<file path="config.mk">
export PLATFORM = sky130hd
export DESIGN_NAME = sm3_hash_engine_unit
export DESIGN_NICKNAME = d
export VERILOG_FILES = /design/src/rtl/core/sm3_pkg.sv /design/src/rtl/core/sm3_dpath.sv /design/src/rtl/core/sm3_ctrl.sv /design/src/rtl/core/sm3_hash_engine_unit.sv
export SDC_FILE = /design/constraint.sdc
export NUM_CORES = 2
export LEC_CHECK = 0
export BUFFER_PORTS_ARGS = -buffer_cell sky130_fd_sc_hd__buf_2
export CAP_MARGIN = 5
export CORE_UTILIZATION = 30
export DETAILED_ROUTE_END_ITERATION = 12
export GPL_ROUTABILITY_DRIVEN = 0
export PLACE_DENSITY = 0.47
export SETUP_SLACK_MARGIN = 0.5
export SLEW_MARGIN = 20
export SYNTH_ARGS = -nofsm -noshare
export SYNTH_HDL_FRONTEND = slang
export SYNTH_SLANG_ARGS = --single-unit
</file>
<file path="constraint.sdc">
create_clock -name clk -period 53.7 [get_ports clk]
set_input_delay 2.685 -clock clk [delete_from_list [all_inputs] [get_ports clk]]
set_output_delay 2.685 -clock clk [all_outputs]
set_load 0.01 [all_outputs]
</file>
<file path="src/rtl/core/sm3_pkg.sv">
// SM3 hash engine: shared types, constants and helper functions.
// Used by the controller, the datapath and the top level; depends on nothing.
`default_nettype none

package sm3_pkg;

	// Round constants and the padding marker.
	localparam logic [31:0] T_LOW    = 32'h79CC4519;
	localparam logic [31:0] T_HIGH   = 32'h7A879D8A;
	localparam logic [7:0]  PAD_MARK = 8'h80;

	// Fill level at which the 64-bit length field starts.
	localparam logic [5:0] LEN_START = 6'd56;
	localparam logic [5:0] FILL_LAST = 6'd63;

	// Initial chaining value, listed word 7 first (word 0 last).
	localparam logic [7:0][31:0] IV = {
		32'hB0FB0E4E, 32'hE38DEE4D, 32'h163138AA, 32'hA96F30BC,
		32'hDA8A0600, 32'h172442D7, 32'h4914B2B9, 32'h7380166F
	};

	// Source of the byte pushed into the block.
	localparam logic [1:0] BSEL_IN   = 2'd0;
	localparam logic [1:0] BSEL_MARK = 2'd1;
	localparam logic [1:0] BSEL_ZERO = 2'd2;
	localparam logic [1:0] BSEL_LEN  = 2'd3;

	// Commands from the controller to the datapath.
	typedef struct packed {
		logic       push;       // append one byte to the block
		logic [1:0] byte_sel;   // where that byte comes from
		logic       msg_byte;   // the byte is message data: count its bits
		logic [2:0] len_idx;    // length byte, 0 is most significant
		logic       round;      // run one compression round
		logic [5:0] round_idx;  // round number
		logic       last_round; // fold the working state into the chain
		logic [2:0] out_idx;    // digest word on the output
		logic       restart;    // return chain and length to reset values
	} sm3_cmd_t;

	// Status from the datapath to the controller.
	typedef struct packed {
		logic [5:0] fill;       // bytes held in the current block
	} sm3_sts_t;

	// Rotate left by a 5-bit amount.
	function automatic logic [31:0] rotl(input logic [31:0] x, input logic [4:0] n);
		logic [63:0] d;
		d = {x, x} << n;
		return d[63:32];
	endfunction

	function automatic logic [31:0] perm0(input logic [31:0] x);
		return x ^ rotl(x, 5'd9) ^ rotl(x, 5'd17);
	endfunction

	function automatic logic [31:0] perm1(input logic [31:0] x);
		return x ^ rotl(x, 5'd15) ^ rotl(x, 5'd23);
	endfunction

	// Rotated round constant for round j.
	function automatic logic [31:0] t_rot(input logic [5:0] j);
		return rotl((j < 6'd16) ? T_LOW : T_HIGH, j[4:0]);
	endfunction

endpackage

`default_nettype wire

</file>
<file path="src/rtl/core/sm3_dpath.sv">
// SM3 hash engine datapath: byte packing, message window, round logic,
// chaining value and bit length. Depends on sm3_pkg.
`default_nettype none

module sm3_dpath (
	input  wire                  clk,
	input  wire                  arst_n,
	input  wire sm3_pkg::sm3_cmd_t cmd,
	input  wire  [7:0]           in_byte,
	output sm3_pkg::sm3_sts_t    sts,
	output logic [31:0]          digest_word
);

	logic [5:0]        fill_q;
	logic [63:0]       blen_q;
	logic [7:0][31:0]  chain_q;
	logic [23:0]       acc_q;
	logic [15:0][31:0] win_q;
	logic [31:0]       a_q, b_q, c_q, d_q, e_q, f_q, g_q, h_q;

	logic [7:0]  push_byte;
	logic [31:0] a12, ss1, ss2, ff, gg, tt1, tt2, w_new;
	logic [31:0] a_n, b_n, c_n, d_n, e_n, f_n, g_n, h_n;
	logic        block_done;

	assign sts.fill    = fill_q;
	assign digest_word = chain_q[cmd.out_idx];
	assign block_done  = cmd.push && (fill_q == sm3_pkg::FILL_LAST);

	// Byte chosen for this push.
	always_comb begin
		case (cmd.byte_sel)
			sm3_pkg::BSEL_IN:   push_byte = in_byte;
			sm3_pkg::BSEL_MARK: push_byte = sm3_pkg::PAD_MARK;
			sm3_pkg::BSEL_ZERO: push_byte = 8'h00;
			sm3_pkg::BSEL_LEN:  push_byte = blen_q[(6'd63 - {cmd.len_idx, 3'd0}) -: 8];
			default:            push_byte = 8'h00;
		endcase
	end

	// One compression round and the next expanded message word.
	always_comb begin
		a12 = sm3_pkg::rotl(a_q, 5'd12);
		ss1 = sm3_pkg::rotl(a12 + e_q + sm3_pkg::t_rot(cmd.round_idx), 5'd7);
		ss2 = ss1 ^ a12;
		if (cmd.round_idx < 6'd16) begin
			ff = a_q ^ b_q ^ c_q;
			gg = e_q ^ f_q ^ g_q;
		end else begin
			ff = (a_q & b_q) | (a_q & c_q) | (b_q & c_q);
			gg = (e_q & f_q) | (~e_q & g_q);
		end
		tt1 = ff + d_q + ss2 + (win_q[0] ^ win_q[4]);
		tt2 = gg + h_q + ss1 + win_q[0];
		a_n = tt1;
		b_n = a_q;
		c_n = sm3_pkg::rotl(b_q, 5'd9);
		d_n = c_q;
		e_n = sm3_pkg::perm0(tt2);
		f_n = e_q;
		g_n = sm3_pkg::rotl(f_q, 5'd19);
		h_n = g_q;
		w_new = sm3_pkg::perm1(win_q[0] ^ win_q[7] ^ sm3_pkg::rotl(win_q[13], 5'd15))
			^ sm3_pkg::rotl(win_q[3], 5'd7) ^ win_q[10];
	end

	// Fill count, bit length and chaining value.
	always_ff @(posedge clk or negedge arst_n) begin
		if (!arst_n) begin
			fill_q  <= '0;
			blen_q  <= '0;
			chain_q <= sm3_pkg::IV;
		end else begin
			if (cmd.push) begin
				fill_q <= fill_q + 6'd1;
			end
			if (cmd.push && cmd.msg_byte) begin
				blen_q <= blen_q + 64'd8;
			end
			if (cmd.round && cmd.last_round) begin
				chain_q <= {chain_q[7] ^ h_n, chain_q[6] ^ g_n, chain_q[5] ^ f_n,
					chain_q[4] ^ e_n, chain_q[3] ^ d_n, chain_q[2] ^ c_n,
					chain_q[1] ^ b_n, chain_q[0] ^ a_n};
			end
			if (cmd.restart) begin
				fill_q  <= '0;
				blen_q  <= '0;
				chain_q <= sm3_pkg::IV;
			end
		end
	end

	// Byte packing, message window and working variables.
	always_ff @(posedge clk) begin
		if (cmd.push) begin
			acc_q <= {acc_q[15:0], push_byte};
			if (fill_q[1:0] == 2'd3) begin
				win_q <= {{acc_q, push_byte}, win_q[15:1]};
			end
		end
		if (cmd.round) begin
			win_q <= {w_new, win_q[15:1]};
			a_q <= a_n; b_q <= b_n; c_q <= c_n; d_q <= d_n;
			e_q <= e_n; f_q <= f_n; g_q <= g_n; h_q <= h_n;
		end else if (block_done) begin
			a_q <= chain_q[0]; b_q <= chain_q[1]; c_q <= chain_q[2]; d_q <= chain_q[3];
			e_q <= chain_q[4]; f_q <= chain_q[5]; g_q <= chain_q[6]; h_q <= chain_q[7];
		end
	end

endmodule

`default_nettype wire

</file>
<file path="src/rtl/core/sm3_ctrl.sv">
// SM3 hash engine controller: input handshake, compression round count,
// padding sequence and digest output. Depends on sm3_pkg.
`default_nettype none

module sm3_ctrl (
	input  wire                  clk,
	input  wire                  arst_n,
	input  wire                  in_valid,
	output logic                 in_ready,
	input  wire                  in_has_byte,
	input  wire                  in_last,
	output logic                 out_valid,
	input  wire                  out_ready,
	output logic [2:0]           out_idx,
	input  wire sm3_pkg::sm3_sts_t sts,
	output sm3_pkg::sm3_cmd_t    cmd
);

	localparam logic [1:0] ST_IDLE = 2'd0;
	localparam logic [1:0] ST_COMP = 2'd1;
	localparam logic [1:0] ST_PAD  = 2'd2;
	localparam logic [1:0] ST_OUT  = 2'd3;

	logic [1:0] state_q, state_d;
	logic [5:0] round_q;
	logic       fin_q, mark_q, len_done_q;
	logic [2:0] len_cnt_q, out_idx_q;
	logic       in_acc, out_acc, block_full;

	assign in_ready   = (state_q == ST_IDLE);
	assign out_valid  = (state_q == ST_OUT);
	assign out_idx    = out_idx_q;
	assign in_acc     = in_valid && in_ready;
	assign out_acc    = out_valid && out_ready;
	assign block_full = (sts.fill == sm3_pkg::FILL_LAST);

	// Commands and next state.
	always_comb begin
		cmd            = '0;
		cmd.round_idx  = round_q;
		cmd.len_idx    = len_cnt_q;
		cmd.out_idx    = out_idx_q;
		cmd.last_round = (round_q == 6'd63);
		state_d        = state_q;
		case (state_q)
			ST_IDLE: begin
				if (in_acc) begin
					cmd.push     = in_has_byte;
					cmd.msg_byte = in_has_byte;
					cmd.byte_sel = sm3_pkg::BSEL_IN;
					if (in_has_byte && block_full) begin
						state_d = ST_COMP;
					end else if (in_last) begin
						state_d = ST_PAD;
					end
				end
			end
			ST_COMP: begin
				cmd.round = 1'b1;
				if (round_q == 6'd63) begin
					if (!fin_q) begin
						state_d = ST_IDLE;
					end else if (len_done_q) begin
						state_d = ST_OUT;
					end else begin
						state_d = ST_PAD;
					end
				end
			end
			ST_PAD: begin
				cmd.push = 1'b1;
				if (!mark_q) begin
					cmd.byte_sel = sm3_pkg::BSEL_MARK;
				end else if (sts.fill != sm3_pkg::LEN_START && len_cnt_q == 3'd0) begin
					cmd.byte_sel = sm3_pkg::BSEL_ZERO;
				end else begin
					cmd.byte_sel = sm3_pkg::BSEL_LEN;
				end
				if (block_full) begin
					state_d = ST_COMP;
				end
			end
			ST_OUT: begin
				if (out_acc && out_idx_q == 3'd7) begin
					cmd.restart = 1'b1;
					state_d     = ST_IDLE;
				end
			end
			default: state_d = ST_IDLE;
		endcase
	end

	// Control registers. The output index wraps back to zero on the eighth word.
	always_ff @(posedge clk or negedge arst_n) begin
		if (!arst_n) begin
			state_q    <= ST_IDLE;
			round_q    <= '0;
			fin_q      <= 1'b0;
			mark_q     <= 1'b0;
			len_done_q <= 1'b0;
			len_cnt_q  <= '0;
			out_idx_q  <= '0;
		end else begin
			state_q <= state_d;
			if (cmd.round) begin
				round_q <= round_q + 6'd1;
			end
			if (in_acc && in_last) begin
				fin_q <= 1'b1;
			end
			if (state_q == ST_PAD) begin
				if (!mark_q) begin
					mark_q <= 1'b1;
				end
				if (cmd.byte_sel == sm3_pkg::BSEL_LEN) begin
					len_cnt_q <= len_cnt_q + 3'd1;
					if (len_cnt_q == 3'd7) begin
						len_done_q <= 1'b1;
					end
				end
			end
			if (out_acc) begin
				out_idx_q <= out_idx_q + 3'd1;
			end
			if (cmd.restart) begin
				fin_q      <= 1'b0;
				mark_q     <= 1'b0;
				len_done_q <= 1'b0;
				len_cnt_q  <= '0;
			end
		end
	end

endmodule

`default_nettype wire

</file>
<file path="src/rtl/core/sm3_hash_engine_unit.sv">
// SM3 hash engine top level: joins the controller and the datapath.
// Depends on sm3_pkg, sm3_ctrl and sm3_dpath.
//
// Channel   Dir   Contents
// s_axis    in    tdata = data_byte, tuser = has_byte, tlast = last
// m_axis    out   tdata = digest_word, tuser = word_index, tlast = last_word
//
// Message byte items are taken back to back while ready. The item that fills a
// 64-byte block is followed by 64 compression rounds, one round per cycle.
// A last item starts padding: the pad and length bytes (9 to 72) are pushed
// one at a time, each full block is compressed, then eight digest items follow.
// Input ready is low during rounds, padding and digest output; a stalled
// output holds its item. Reset sets the chain to the initial value.
`default_nettype none

module sm3_hash_engine_unit (
	input  wire         clk,
	input  wire         arst_n,
	input  wire         s_axis_tvalid,
	output logic        s_axis_tready,
	input  wire  [7:0]  s_axis_tdata,   // [7:0] data_byte
	input  wire  [0:0]  s_axis_tuser,   // [0] has_byte
	input  wire         s_axis_tlast,
	output logic        m_axis_tvalid,
	input  wire         m_axis_tready,
	output logic [31:0] m_axis_tdata,   // [31:0] digest_word
	output logic [2:0]  m_axis_tuser,   // [2:0] word_index
	output logic        m_axis_tlast
);

	sm3_pkg::sm3_cmd_t cmd;
	sm3_pkg::sm3_sts_t sts;
	logic [2:0]        out_idx;

	// Sequencing of bytes, rounds, padding and output.
	sm3_ctrl u_ctrl (
		.clk         (clk),
		.arst_n      (arst_n),
		.in_valid    (s_axis_tvalid),
		.in_ready    (s_axis_tready),
		.in_has_byte (s_axis_tuser[0]),
		.in_last     (s_axis_tlast),
		.out_valid   (m_axis_tvalid),
		.out_ready   (m_axis_tready),
		.out_idx     (out_idx),
		.sts         (sts),
		.cmd         (cmd)
	);

	// Block packing, message expansion and compression.
	sm3_dpath u_dpath (
		.clk         (clk),
		.arst_n      (arst_n),
		.cmd         (cmd),
		.in_byte     (s_axis_tdata),
		.sts         (sts),
		.digest_word (m_axis_tdata)
	);

	assign m_axis_tuser = out_idx;
	assign m_axis_tlast = (out_idx == 3'd7);

endmodule

`default_nettype wire

</file>
==> flow_summary.toml <==
[yosys]
synth-warning-count = 0
yosys.cell_types.count = 84
mappedNetlistArea_mm2 = 0.0598
xor_xnor_fraction_of_synth_area = 0.0887
synth_largest_area_cell = "edfxtp_1"
count_of_flip_flops_with_a_built_in_enable_after_synthesis = 792
synth_compound_gate_area_share = 0.0875
synth_area_per_cell_um2 = 11.5
ys_flop_type = "edfxtp_1"
yosysMostFrequentCell = "nand2_1"
yosys.area_share.adder = 0.0851
synth_area_leaders = "edfxtp_1, dfrtp_1, fa_1"
synth_seq_area_share = 0.543
ys_async_sr_fraction = 0.300
synth_fp_nets = 5518
number_of_flip_flops_and_latches_in_the_synthesized_netlist = 1132
synth_top_area_share = 0.398
muxShareOfSynthArea = 0.0502
synthSimpleGateAreaFrac = 0.113
syn-instance-count = 5210
main_combinational_cell_family_by_area_after_synthesis = "simple AND/OR/NAND/NOR gates"
synth_top_cells_by_count = "nand2_1, edfxtp_1, o21ai_0"

[worst_setup_path]
crit-reg2reg-capture = "u_dpath.chain_q[31]"
critical-path-top-cell-by-count = "buf_4"
rrSetupSlack_ps = 42140
register_to_register_path_depth = 37
slowest_delay_ps = 780
cp_required_ps = 54330
critical_path_arrival_ps = 12190
worst_setup_path_start_kind = "register"
r2r-start = "u_ctrl.round_q[4]"
worst_setup_end_kind = "register"
worst_path_max_delay_cell = "o311ai_0"
worstSetupPathType = "register to register"
critPathMaxFanout = 49

[min_path]
worstHoldPathType = "register to register"
holdCritStartpoint = "u_dpath.win_q[60]"
worst_hold_path.num_cells = 0
min_to = "u_dpath.win_q[28]"

[drt]
drt-total-wl_um = 199000
ant_nets = 0
number_of_drc_violations_after_detailed_routing = 0
detail_route.first_pass.iterations = 5
drt_iter0_drc = 4109
avgViaCountPerCell = 5.05
vias = 40264
route.detailed.wl_per_inst_um = 25.0

[grt]
grt_max_degree = 187
wire_length_of_the_first_global_routing_pass_um = 284000
antenna_found_initial = 4
grt_pass1_vias = 38674
gr-usage-all-layers = 0.197
global_route.overflow_total = 0

[cells_and_area]
filler_cell_count = 19627
flow.area_growth_from_synthesis_pct = 12.7
multi_input_comb_area_mm2 = 0.0255
final_nets = 5527
sequential_area_mm2 = 0.0325
layout-drive-gt1-share = 0.109

[clocking]
numCtsBuffers = 132
number_of_post_cts_setup_repair_buffers = 0
htree_num_levels = 4
clk_latency_ps = 780
clock_path_buffers = 3
clkSlewWorstSetupHoldPaths_ps = 60
postCtsResizedCells = 0
hold_buffers = 0
cts-root-buf = "clkbuf_16"
tritoncts_sinks = 1132
cts_tree = "yes"

[floorplan]
fp.dieArea_mm2 = 0.201
die_h_um = 448
floorplan_core_area_mm2 = 0.198
die-width_um = 448
number_of_placed_i_o_pins = 52
row_count = 163
start_util = 0.303

[timing]
totalNegativeSetupSlack_ps = 0
timing.max_slew.rel_slack = 0.134
min_period_ps = 11560
slew_at_the_pin_closest_to_its_max_slew_limit_ps = 1300
slew_violations = 0
fmax_mhz = 86.5
hold_violations = 0
fin_skew_ps = 30.1
period_share = 0.215
setup_repair_after_global_routing_missed_its_margin = "false"
setup_viol = 0

[outcome]
result_of_the_run = "completed"

[placement]
port_buffers = 51
hpwl_um = 145000

[run]
maxCapViolations = 0
[through the flow]
stage | utilization | cell area, um2 | hold WS (ps) | std cells | worst slack, ps
2_1_floorplan | - | 59800 | 400 | 5210 | 31380
3_3_place_gp | 0.319 | 63000 | 400 | 7724 | 42500
3_5_place_dp | 0.319 | 63000 | 405 | 7724 | 42400
4_1_cts | 0.341 | 67300 | 390 | 7966 | 42370
5_1_grt | 0.341 | 67400 | 408 | 7967 | 41700
6_report | 0.341 | 67400 | 397 | 7970 | 42140
[registers in the layout (all words and copies together), names as in the netlist, 24 cells and up]
name	flops
u_dpath.e_q	32
u_dpath.win_q	512
u_dpath.d_q	32
u_dpath.acc_q	24
u_dpath.h_q	32
u_dpath.a_q	32
u_dpath.g_q	32
u_dpath.c_q	32
u_dpath.f_q	32
u_dpath.chain_q	256
u_dpath.blen_q	61
u_dpath.b_q	32
[critical path: cells and delay by family, from the launching register on]
kind | cells | cell delay, ps
AO/OA/AOI/OAI | 13 | 4120
adder cells (fa/ha/maj) | 6 | 2410
buffers and inverters | 7 | 2240
multiplexers | 3 | 820
XOR/XNOR | 3 | 780
AND/OR/NAND/NOR | 5 | 650
flip-flops | 1 | 340
[worst max path at each step]
stage / start / endpoint / slack, ps / cells after the start
final: u_ctrl.round_q[4] / u_dpath.chain_q[31] / 42140 / 37
after global placement: u_ctrl.round_q[4] / u_dpath.chain_q[31] / 42500 / 37
after global routing: u_ctrl.round_q[4] / u_dpath.chain_q[31] / 41700 / 37
after CTS: u_ctrl.round_q[4] / u_dpath.chain_q[31] / 42370 / 37
after detailed placement: u_ctrl.round_q[4] / u_dpath.chain_q[31] / 42400 / 37
after floorplan: s_axis_tuser / u_dpath.a_q[0] / 31380 / 4
[cell type report]
| class | instances | area share |
|---|---|---|
| flip-flops and latches | 1132 | 0.482 |
| multi-input cells | 3554 | 0.378 |
| diodes | 3 | 0.000111 |
| clock buffers | 176 | 0.0540 |
| clock inverters | 66 | 0.0101 |
| repair buffers | 102 | 0.0107 |
| well taps | 2640 | 0.0490 |
| inverters | 297 | 0.0166 |
[routing by layer]
layer	routed length (um)	vias to the layer above	GRT usage
li1	-	18149	-
met1	87700	20606	0.269
met2	92000	1226	0.312
met3	10600	279	0.0310
met4	8590	4	0.0803
met5	30	-	0
[logic make-up (layout without fill, tap and decap cells)]
kind of cell    count (synthesis)  after routing
compound gates                929            929
xor+xnor                      582            582
fa+ha+maj                     294            294
buf+inv                       524            641
flops                        1132           1132
mux                           197            197
other cells                     0              3
simple gates                 1552           1552
[cell usage in the layout (no fill, tap or decap), types with 95 or more instances in the layout]
cell	netlist	layout
a21oi_1	283	283
and3_1	127	126
clkbuf_16	0	135
dfrtp_1	221	216
dfstp_2	119	119
edfxtp_1	792	792
fa_1	188	188
ha_1	106	106
inv_1	296	295
nand2_1	844	842
nand3_1	96	95
nor2_1	294	292
o21ai_0	439	438
xnor2_1	344	341
xor2_1	223	223
Power is not shown: default switching activity piles up to over one toggle a cycle in this logic, so the estimate is an artifact.
